### src/sv/scsa_pkg.sv
// Shared types, codes and constants of the size-class slab allocator.
`default_nettype none

package scsa_pkg;

   localparam int MODE_W    = 1;
   localparam int SIZE_W    = 32;
   localparam int CLASS_F_W = 3;
   localparam int CHUNK_F_W = 3;
   localparam int SLOT_F_W  = 5;
   localparam int COUNT_W   = 11;

   localparam logic [MODE_W-1:0] MODE_FREE = 1'b1;

   // Slot size in bytes of each class, smallest first.
   localparam int TABLE_CLASSES = 7;
   localparam logic [8:0] CLASS_BYTES [TABLE_CLASSES] = '{
      9'd8, 9'd16, 9'd32, 9'd48, 9'd64, 9'd128, 9'd256
   };

   typedef enum logic [1:0] {
      ST_OK        = 2'd0,
      ST_TOO_LARGE = 2'd1,
      ST_FULL      = 2'd2,
      ST_BAD_FREE  = 2'd3
   } status_type;

   typedef struct packed {
      logic [MODE_W-1:0]    mode;
      logic [SIZE_W-1:0]    request_size;
      logic [CLASS_F_W-1:0] free_class;
      logic [CHUNK_F_W-1:0] free_chunk;
      logic [SLOT_F_W-1:0]  free_slot;
   } req_type;

   typedef struct packed {
      status_type           status;
      logic [CLASS_F_W-1:0] granted_class;
      logic [CHUNK_F_W-1:0] granted_chunk;
      logic [SLOT_F_W-1:0]  granted_slot;
      logic [COUNT_W-1:0]   outstanding;
   } rsp_type;

   typedef enum logic [2:0] {
      S_IDLE,
      S_DECODE,
      S_READ,
      S_CHECK,
      S_COMMIT,
      S_OPEN,
      S_REPLY
   } state_type;

   // Commands from the controller to the datapath.
   typedef struct packed {
      logic       load_req;
      logic       scan_init;
      logic       scan_dec;
      logic       load_pick;
      logic       write_map;
      logic       open_chunk;
      logic       set_status;
      status_type status;
   } cmd_type;

   // Status from the datapath to the controller.
   typedef struct packed {
      logic is_free;
      logic too_large;
      logic free_ok;
      logic none_open;
      logic class_full;
      logic scan_zero;
      logic map_full;
      logic bit_set;
   } stat_type;

endpackage

`default_nettype wire

### src/sv/scsa_ctrl.sv
// Controller state machine of the slab allocator.
`default_nettype none

module scsa_ctrl (
   input  wire logic              clock,
   input  wire logic              reset,
   input  wire logic              start,
   output logic                   busy,
   output logic                   rsp_valid,
   input  wire scsa_pkg::stat_type stat,
   output scsa_pkg::cmd_type      cmd
);
   import scsa_pkg::*;

   state_type state_ff;
   state_type state_in;

   always_ff @(posedge clock) begin
      if (reset) begin
         state_ff <= S_IDLE;
      end else begin
         state_ff <= state_in;
      end
   end

   always_comb begin
      state_in  = state_ff;
      cmd       = '0;
      cmd.status = ST_OK;
      busy      = 1'b1;
      rsp_valid = 1'b0;
      case (state_ff)
         S_IDLE: begin
            busy = 1'b0;
            if (start) begin
               cmd.load_req = 1'b1;
               state_in     = S_DECODE;
            end
         end
         S_DECODE: begin
            if (stat.is_free) begin
               if (stat.free_ok) begin
                  cmd.scan_init = 1'b1;
                  state_in      = S_READ;
               end else begin
                  cmd.set_status = 1'b1;
                  cmd.status     = ST_BAD_FREE;
                  state_in       = S_REPLY;
               end
            end else if (stat.too_large) begin
               cmd.set_status = 1'b1;
               cmd.status     = ST_TOO_LARGE;
               state_in       = S_REPLY;
            end else if (stat.none_open) begin
               state_in = S_OPEN;
            end else begin
               cmd.scan_init = 1'b1;
               state_in      = S_READ;
            end
         end
         S_READ: begin
            state_in = S_CHECK;
         end
         S_CHECK: begin
            if (stat.is_free) begin
               if (stat.bit_set) begin
                  state_in = S_COMMIT;
               end else begin
                  cmd.set_status = 1'b1;
                  cmd.status     = ST_BAD_FREE;
                  state_in       = S_REPLY;
               end
            end else if (!stat.map_full) begin
               cmd.load_pick = 1'b1;
               state_in      = S_COMMIT;
            end else if (!stat.scan_zero) begin
               cmd.scan_dec = 1'b1;
               state_in     = S_READ;
            end else if (stat.class_full) begin
               cmd.set_status = 1'b1;
               cmd.status     = ST_FULL;
               state_in       = S_REPLY;
            end else begin
               state_in = S_OPEN;
            end
         end
         S_COMMIT: begin
            cmd.write_map  = 1'b1;
            cmd.set_status = 1'b1;
            cmd.status     = ST_OK;
            state_in       = S_REPLY;
         end
         S_OPEN: begin
            cmd.open_chunk = 1'b1;
            cmd.set_status = 1'b1;
            cmd.status     = ST_OK;
            state_in       = S_REPLY;
         end
         S_REPLY: begin
            rsp_valid = 1'b1;
            state_in  = S_IDLE;
         end
         default: begin
            state_in = S_IDLE;
         end
      endcase
   end

endmodule

`default_nettype wire

### src/sv/scsa_dpath.sv
// Datapath of the slab allocator: request registers, bitmap memory and counters.
`default_nettype none

module scsa_dpath #(
   parameter int NUM_CLASSES      = 7,
   parameter int SLOTS_PER_CHUNK  = 32,
   parameter int CHUNKS_PER_CLASS = 8
) (
   input  wire logic               clock,
   input  wire logic               reset,
   input  wire scsa_pkg::req_type  req_data,
   input  wire scsa_pkg::cmd_type  cmd,
   output scsa_pkg::stat_type      stat,
   output scsa_pkg::rsp_type       rsp_data
);
   import scsa_pkg::*;

   localparam int LIVE    = (NUM_CLASSES < TABLE_CLASSES) ? NUM_CLASSES : TABLE_CLASSES;
   localparam int CLASS_W = (LIVE > 1) ? $clog2(LIVE) : 1;
   localparam int CHUNK_W = (CHUNKS_PER_CLASS > 1) ? $clog2(CHUNKS_PER_CLASS) : 1;
   localparam int SLOT_W  = (SLOTS_PER_CHUNK > 1) ? $clog2(SLOTS_PER_CHUNK) : 1;
   localparam int OPEN_W  = $clog2(CHUNKS_PER_CLASS + 1);
   localparam int ADDR_W  = CLASS_W + CHUNK_W;
   localparam int DEPTH   = 1 << ADDR_W;

   // Request registers.
   logic                       is_free_ff;
   logic                       too_large_ff;
   logic                       class_ok_ff;
   logic                       req_ok_ff;
   logic [CLASS_W-1:0]         class_ff;
   logic [CHUNK_W-1:0]         scan_ff;
   logic [SLOT_W-1:0]          slot_ff;
   logic [SLOTS_PER_CHUNK-1:0] mask_ff;
   status_type                 status_ff;

   // Allocator state.
   logic [OPEN_W-1:0]          opened_ff [LIVE];
   logic [COUNT_W-1:0]         count_ff;
   logic [SLOTS_PER_CHUNK-1:0] map_ff [DEPTH];
   logic [SLOTS_PER_CHUNK-1:0] rd_data_ff;

   // Size class lookup at accept time.
   logic [CLASS_W-1:0] size_class;
   logic               size_fits;
   always_comb begin
      size_class = '0;
      size_fits  = 1'b0;
      for (int c = LIVE - 1; c >= 0; c--) begin
         if (req_data.request_size <= SIZE_W'(CLASS_BYTES[c])) begin
            size_class = CLASS_W'(c);
            size_fits  = 1'b1;
         end
      end
   end

   logic in_class_ok;
   logic in_chunk_ok;
   logic in_slot_ok;
   logic in_free;
   assign in_free     = (req_data.mode == MODE_FREE);
   assign in_class_ok = int'(req_data.free_class) < LIVE;
   assign in_chunk_ok = int'(req_data.free_chunk) < CHUNKS_PER_CLASS;
   assign in_slot_ok  = int'(req_data.free_slot) < SLOTS_PER_CHUNK;

   // Opened-chunk count of the selected class.
   logic [OPEN_W-1:0] opened_sel;
   assign opened_sel = class_ok_ff ? opened_ff[class_ff] : '0;

   // Lowest clear slot of the map just read.
   logic [SLOTS_PER_CHUNK-1:0] free_bits;
   logic [SLOTS_PER_CHUNK-1:0] pick_onehot;
   logic [SLOT_W-1:0]          pick_idx;
   always_comb begin
      free_bits   = ~rd_data_ff;
      pick_onehot = free_bits & (~free_bits + SLOTS_PER_CHUNK'(1));
      pick_idx    = '0;
      for (int i = 0; i < SLOTS_PER_CHUNK; i++) begin
         pick_idx = pick_idx | (pick_onehot[i] ? SLOT_W'(i) : '0);
      end
   end

   // Memory ports.
   logic [ADDR_W-1:0]          rd_addr;
   logic [ADDR_W-1:0]          wr_addr;
   logic [SLOTS_PER_CHUNK-1:0] wr_data;
   logic                       wr_en;
   assign rd_addr = {class_ff, scan_ff};
   assign wr_en   = cmd.write_map | cmd.open_chunk;
   assign wr_addr = cmd.open_chunk ? {class_ff, CHUNK_W'(opened_sel)} : rd_addr;
   assign wr_data = cmd.open_chunk ? SLOTS_PER_CHUNK'(1) : (rd_data_ff ^ mask_ff);

   always_ff @(posedge clock) begin
      if (wr_en) begin
         map_ff[wr_addr] <= wr_data;
      end
      rd_data_ff <= map_ff[rd_addr];
   end

   // Request and scan registers.
   always_ff @(posedge clock) begin
      if (cmd.load_req) begin
         is_free_ff   <= in_free;
         too_large_ff <= !size_fits;
         class_ok_ff  <= in_free ? in_class_ok : size_fits;
         req_ok_ff    <= in_class_ok & in_chunk_ok & in_slot_ok;
         class_ff     <= in_free ? CLASS_W'(req_data.free_class) : size_class;
         scan_ff      <= CHUNK_W'(req_data.free_chunk);
         mask_ff      <= SLOTS_PER_CHUNK'(1) << req_data.free_slot;
         slot_ff      <= '0;
      end
      if (cmd.scan_init && !is_free_ff) begin
         scan_ff <= CHUNK_W'(opened_sel - OPEN_W'(1));
      end
      if (cmd.scan_dec) begin
         scan_ff <= scan_ff - CHUNK_W'(1);
      end
      if (cmd.load_pick) begin
         slot_ff <= pick_idx;
         mask_ff <= pick_onehot;
      end
      if (cmd.open_chunk) begin
         scan_ff <= CHUNK_W'(opened_sel);
         slot_ff <= '0;
      end
      if (cmd.set_status) begin
         status_ff <= cmd.status;
      end
   end

   // Per-class open counts and the outstanding count.
   always_ff @(posedge clock) begin
      if (reset) begin
         for (int c = 0; c < LIVE; c++) begin
            opened_ff[c] <= '0;
         end
         count_ff <= '0;
      end else begin
         if (cmd.open_chunk) begin
            opened_ff[class_ff] <= opened_sel + OPEN_W'(1);
            count_ff            <= count_ff + COUNT_W'(1);
         end
         if (cmd.write_map) begin
            count_ff <= is_free_ff ? (count_ff - COUNT_W'(1)) : (count_ff + COUNT_W'(1));
         end
      end
   end

   always_comb begin
      stat.is_free    = is_free_ff;
      stat.too_large  = too_large_ff;
      stat.free_ok    = req_ok_ff && (OPEN_W'(scan_ff) < opened_sel);
      stat.none_open  = (opened_sel == '0);
      stat.class_full = (int'(opened_sel) >= CHUNKS_PER_CLASS);
      stat.scan_zero  = (scan_ff == '0);
      stat.map_full   = &rd_data_ff;
      stat.bit_set    = |(rd_data_ff & mask_ff);
   end

   logic granted;
   assign granted = (status_ff == ST_OK) && !is_free_ff;

   always_comb begin
      rsp_data.status        = status_ff;
      rsp_data.granted_class = granted ? CLASS_F_W'(class_ff) : '0;
      rsp_data.granted_chunk = granted ? CHUNK_F_W'(scan_ff) : '0;
      rsp_data.granted_slot  = granted ? SLOT_F_W'(slot_ff) : '0;
      rsp_data.outstanding   = count_ff;
   end

endmodule

`default_nettype wire

### src/sv/size_class_slab_allocator.sv
// Top level of the size-class slab allocator.
//
//   Channel   Ports                        Transfer when
//   request   start, busy, req_data        start high and busy low at a clock edge
//   response  rsp_valid, rsp_data          rsp_valid high, one cycle per request
//
// One request is worked on at a time; busy stays high from the transfer until the
// response cycle has ended, then goes low in the idle state, where the next transfer
// is taken. A rejected oversize allocation or a free naming a bad class or an
// unopened chunk is answered from decode. Any other free reads its chunk bitmap and
// clears the bit if set, else is rejected. An allocation reads the opened chunk
// bitmaps, newest first, until one has a clear slot and sets its lowest clear bit;
// if none is open or all are full it opens a new chunk, or replies full when the
// class has none left. Each bitmap read goes through the registered read port of the
// bitmap memory. Reset is synchronous and clears the open counts and the outstanding
// count; the bitmaps need no clearing pass because a chunk is written whole when it
// is opened and never read before. The response cannot be stalled by the receiver.
`default_nettype none

module size_class_slab_allocator #(
   parameter int NUM_CLASSES      = 7,
   parameter int SLOTS_PER_CHUNK  = 32,
   parameter int CHUNKS_PER_CLASS = 8
) (
   input  wire logic              clock,
   input  wire logic              reset,
   input  wire logic              start,
   output logic                   busy,
   input  wire scsa_pkg::req_type req_data,
   output logic                   rsp_valid,
   output scsa_pkg::rsp_type      rsp_data
);
   import scsa_pkg::*;

   // Command and status between the sequencer and the datapath.
   cmd_type  cmd;
   stat_type stat;

   // The controller walks each request through decode, bitmap reads, the write-back or
   // the opening of a chunk, and the response cycle.
   scsa_ctrl u_ctrl (
      .clock     (clock),
      .reset     (reset),
      .start     (start),
      .busy      (busy),
      .rsp_valid (rsp_valid),
      .stat      (stat),
      .cmd       (cmd)
   );

   // The datapath holds the request, the per-chunk slot bitmaps, the open counts and
   // the outstanding count, and builds the response fields.
   scsa_dpath #(
      .NUM_CLASSES      (NUM_CLASSES),
      .SLOTS_PER_CHUNK  (SLOTS_PER_CHUNK),
      .CHUNKS_PER_CLASS (CHUNKS_PER_CLASS)
   ) u_dpath (
      .clock    (clock),
      .reset    (reset),
      .req_data (req_data),
      .cmd      (cmd),
      .stat     (stat),
      .rsp_data (rsp_data)
   );

endmodule

`default_nettype wire

### config.mk
export PLATFORM = sky130hd
export DESIGN_NAME = size_class_slab_allocator
export DESIGN_NICKNAME = d
export VERILOG_FILES = /design/src/sv/scsa_pkg.sv /design/src/sv/scsa_ctrl.sv /design/src/sv/scsa_dpath.sv /design/src/sv/size_class_slab_allocator.sv
export SDC_FILE = /design/constraint.sdc
export NUM_CORES = 2
export LEC_CHECK = 0
export ABC_CLOCK_PERIOD_IN_PS = 6400
export BUFFER_PORTS_ARGS = -buffer_cell sky130_fd_sc_hd__clkbuf_2
export CORE_MARGIN = 5
export CORE_UTILIZATION = 41
export DETAILED_ROUTE_END_ITERATION = 7
export GPL_TIMING_DRIVEN = 0
export HOLD_SLACK_MARGIN = 0.05
export SKIP_CTS_REPAIR_TIMING = 1
export SYNTH_ARGS = -nofsm -noshare
export SYNTH_HDL_FRONTEND = slang
export SYNTH_HIERARCHICAL = 1
export SYNTH_SLANG_ARGS = --single-unit
### constraint.sdc
create_clock -name clock -period 6.4 [get_ports clock]
set_clock_uncertainty 0.1 [all_clocks]
set_input_delay 1.6 -clock clock [delete_from_list [all_inputs] [get_ports clock]]
set_output_delay 1.6 -clock clock [all_outputs]
set_load 0.1 [all_outputs]
==> results <==
- The number of nets produced by synthesis is approximately 4200.
- The congestion estimate from routability-driven global placement came to between 0.9 and 1.
- The first routing iteration left 8252 violations.
- The biggest cell delay along the critical path is around 1100 ps.
- The via count of the first global-routing pass is roughly 47000.
- The minimum clock period after layout is 6557 ps.
- The die height is ~470 um.
- The slew at the pin with the worst max-slew slack is between 1500 and 2000 ps.
- The total placed instance area is 0.09413 mm2.
- The final core utilization is around half.
- Headroom to the max-slew limit came out at -2.351%.
- For the worst-skew pair, the clock arrives at the later sink with an insertion delay of slightly below 900 ps.
- The period utilization is 102.5%.
- The number of nets at the end of the flow is 4783.
- The number of detailed-routing iterations run before antenna repair is 6.
- Relative to the synthesized area, the layout overhead comes to 18.22%.
- After routing the design area is around 0.1 mm2.
- IR analysis of the VDD net gives a maximum drop of 0.3740 mV.
- The DRC violation count after routing is 0.
- The power consumption is ~0.045 W.
- The endpoint identified for the worst register-to-register timing path is u_dpath/map_ff[1][27]$_DFFE_PP_.
- The library cell with the highest instance count after synthesis is sky130_fd_sc_hd__edfxtp_1.
- After detailed routing, the average wire length per cell comes to a little under 40 um.
- The die footprint is between 0.2 and 0.25 mm2.
- The number of distinct library cell variants in the gate-level netlist after synthesis is between 80 and 90.
- The type of element launching the critical path is a register.
- The total grt overflow is 0.
- The clock tree from TritonCTS is done.
- The total area inside the core boundary comes to just over 0.2 mm2.
- The checks that failed: max-capacitance violations, max-slew violations, negative setup slack.
- The run finished, with violations left.
- Setup repair after global routing left no endpoint under its margin.
- The worst register-to-register path has a depth of 9.
- The deepest level of the CTS H-tree is 4.
- The fraction of final layout cells with drive strength greater than 1 is between 30% and 40%.
- The critical path endpoint category is an output pin.
- The cell occurring most often along the worst timing path is sky130_fd_sc_hd__clkbuf_2.
- After detailed placement, the design holds a cell count of roughly 7300.
- The clock buffer count from CTS is 210.
- For this design the static power due to leakage is 32.58 nW.
- The number of endpoints failing setup at the final stage is 2.
- The count of synthesis-stage warnings from yosys is 6.
- The commonest cells after synthesis are sky130_fd_sc_hd__edfxtp_1 (2120), sky130_fd_sc_hd__mux4_2 (490), sky130_fd_sc_hd__mux2i_1 (128), sky130_fd_sc_hd__nor2_1 (119), sky130_fd_sc_hd__nand2_1 (114).
- The fraction of the yosys area taken by sequential cells is between 70% and 80%.
- The ratio of routed vias to standard cells is 6.404.
- Synthesis produced a netlist whose cell count is just over 4000.
- The hold path depth is 2.
- The quantity of I/O buffers inserted on ports is 70.
- The required time at the endpoint of the critical path is between 4000 and 5000 ps.
- The startpoint identified for the worst register-to-register timing path is u_dpath/class_ff[0]$_DFFE_PP_.
- The floorplan step set the die width to approximately 470 um.
- The type of the most critical hold path is reg2reg.
- The total number of vias is between 40000 and 50000.
- After floorplanning, the core was divided into about 170 placement rows.
- The count of pins over their slew limit is 11.
- The root buffer cell is sky130_fd_sc_hd__clkbuf_16.
- The average instance in the mapped netlist occupies 20.69 um2.
- In this run, synthesis inferred roughly 2100 flip-flops with an integrated enable.
- Walking the worst path, the cells encountered are buf_2, clkbuf_1, clkdlybuf4s15_1, clkbuf_2, and2_1, clkbuf_2.
- Once detailed placement completed, the half-perimeter wirelength came to between 200 and 250 mm.
- Sorting the synthesized cells by area gives the leading types as sky130_fd_sc_hd__edfxtp_1 (74%), sky130_fd_sc_hd__mux4_2 (13%), sky130_fd_sc_hd__mux2i_1 (1.5%), sky130_fd_sc_hd__dfxtp_1 (1.4%), sky130_fd_sc_hd__mux2_2 (0.90%).
- The worst hold path endpoint is u_dpath/opened_ff[6][1]$_SDFFE_PP0P_.
- Derived from the worst setup path, the maximum achievable clock frequency is approximately 150 MHz.
- In this run the register-to-register setup slack is around 400 ps.
- The biggest area consumer among synthesized cells is sky130_fd_sc_hd__edfxtp_1.
- The max-cap check violation count is 1.
- The largest net degree at the start of global routing is 65.
- Clock-pin slew was measured on the worst setup and hold paths at roughly 60 ps.
- Data on the critical path arrives at its endpoint at 4860 ps.
- The number of antenna violations at the first check in global routing came to 15.
- In this run the remaining antenna-violating nets after routing total 0.
- After synthesis the cells add up to 0.08552 mm2.
- The initial cell density of the core is a little over 40%.
- The slowest stage of the critical path is the sky130_fd_sc_hd__clkdlybuf4s15_1 cell.
- The power per standard cell area is between 400 and 500 mW/mm2.
- The total count of hold-check failures in the final report was 0.
- 73 I/O pins were placed.
- The worst setup path is of the reg2out kind.
- The clock passes through at most 3 buffers.
- The area share of the largest cell type after synthesis is 74.44%.
- After detailed routing, the total wire length is 302.9 mm.
- The synthesized flop and latch total is around 2200.
- The most used flip-flop cell after synthesis is sky130_fd_sc_hd__edfxtp_1.
- The clock sink count is between 2000 and 2500.
- The highest fanout seen on the critical path is 10.
- The fraction of registers with async set or reset after synthesis is 0%.
- The launch instance of the worst min-delay path is u_dpath/opened_ff[6][1]$_SDFFE_PP0P_.
- The number of non-filler instances in the completed layout is approximately 7700.
- The least setup slack across all paths after layout is -157.2 ps.
- The first-pass GRT wire length is 406.6 mm.
- Hold is met by around 400 ps.
- In the global route stage, overall resource usage came out at between 20 and 30%.
## state kept, by name, indices dropped and copies added, names as in the netlist, 3 cells and up, named ones only
| register | count |
|---|---|
| u_dpath/map_ff | 2048 |
| u_dpath/mask_ff | 32 |
| u_dpath/opened_ff | 32 |
| u_dpath/rd_data_ff | 32 |
| u_dpath/count_ff | 11 |
| u_dpath/slot_ff | 5 |
| u_ctrl/state_ff | 3 |
| u_dpath/class_ff | 3 |
| u_dpath/scan_ff | 3 |
## worst max-delay path, delay by kind of cell, from the launching register on
kind	cells	cell delay, ps
buf+inv	5	3190
simple gates	1	220
flops	1	540
## cells by family (layout without fill, tap and decap cells)
family | count (synthesis) | count (layout) | synth area share [%]
fa+ha+maj | 40 | 40 | 0.5852
compound gates | 372 | 372 | 2.985
simple gates | 580 | 580 | 3.485
mux | 693 | 693 | 15.40
other cells | 0 | 10 | 0
flops | 2178 | 2178 | 75.80
xor+xnor | 13 | 13 | 0.1331
buf+inv | 257 | 1001 | 1.615
## worst max path at each step
| stage | startpoint | end | cells after the start |
|---|---|---|---|
| floorplan | u_dpath/scan_ff[0]$_DFFE_PP_ | u_dpath/map_ff[41][0]$_DFFE_PP_ | 10 |
| global placement | u_dpath/class_ff[0]$_DFFE_PP_ | u_dpath/map_ff[1][5]$_DFFE_PP_ | 6 |
| global route | u_dpath/class_ff[0]$_DFFE_PP_ | rsp_data[19] | 6 |
| detailed placement | u_dpath/class_ff[0]$_DFFE_PP_ | rsp_data[19] | 6 |
| CTS | u_dpath/class_ff[0]$_DFFE_PP_ | rsp_data[19] | 6 |
| finish | u_dpath/class_ff[0]$_DFFE_PP_ | rsp_data[19] | 6 |
## metrics by stage
stage | setup slack, ps | setup TNS, ps
after CTS | -390.9 | -621.1
after global placement | -7482 | -7203610
after global routing | 44.92 | 0
final | -157.2 | -197.9
after detailed placement | 590.5 | 0
after floorplan | 1805 | 0
## report_power, final
group	total (W)	internal [W]	switching [W]
logic	0.0131	0.00400	0.00913
clock network	0.0126	0.00706	0.00552
registers	0.0194	0.0191	0.000328
total	0.0451	0.0302	0.0150
## layer usage
layer  global-route usage (%)  vias up  wire length (um)
li1                         -    18430                 -
met1                    37.87    26130            111000
met5                        0        -                 0
met2                    40.60     3877            133500
met3                    7.554      711             40540
met4                    13.88        0             17920
## area by class of cell
type / count / area (um2)
Inverter: 33 / 123.9
Antenna cell: 10 / 25.02
Buffer: 223 / 1270
Sequential cell: 2178 / 64820
Fill cell: 16880 / 106200
Timing Repair Buffer: 352 / 4477
Multi-Input combinational cell: 1698 / 19950
Tap cell: 2788 / 3488
Clock inverter: 134 / 1409
Clock buffer: 259 / 5533
## cell usage in the layout, fill, tap and decap left out, drive strengths merged, types with 18 or more instances in the layout
| cell | count |
|---|---|
| nor4 | 22 |
| nor2 | 119 |
| bufinv | 22 |
| or4 | 18 |
| clkbuf | 407 |
| and2 | 25 |
| edfxtp | 2120 |
| a21oi | 54 |
| a22oi | 53 |
| nor2b | 55 |
| inv | 40 |
| buf | 426 |
| o21ai | 44 |
| nand2 | 115 |
| nand3 | 43 |
| ha | 40 |
| nand2b | 19 |
| mux2i | 128 |
| o22ai | 113 |
| clkinv | 93 |
| nor3 | 87 |
| mux4 | 490 |
| mux2 | 75 |
| a211o | 20 |
| dfxtp | 58 |
No activity file was read; power rests on OpenSTA's default activity.
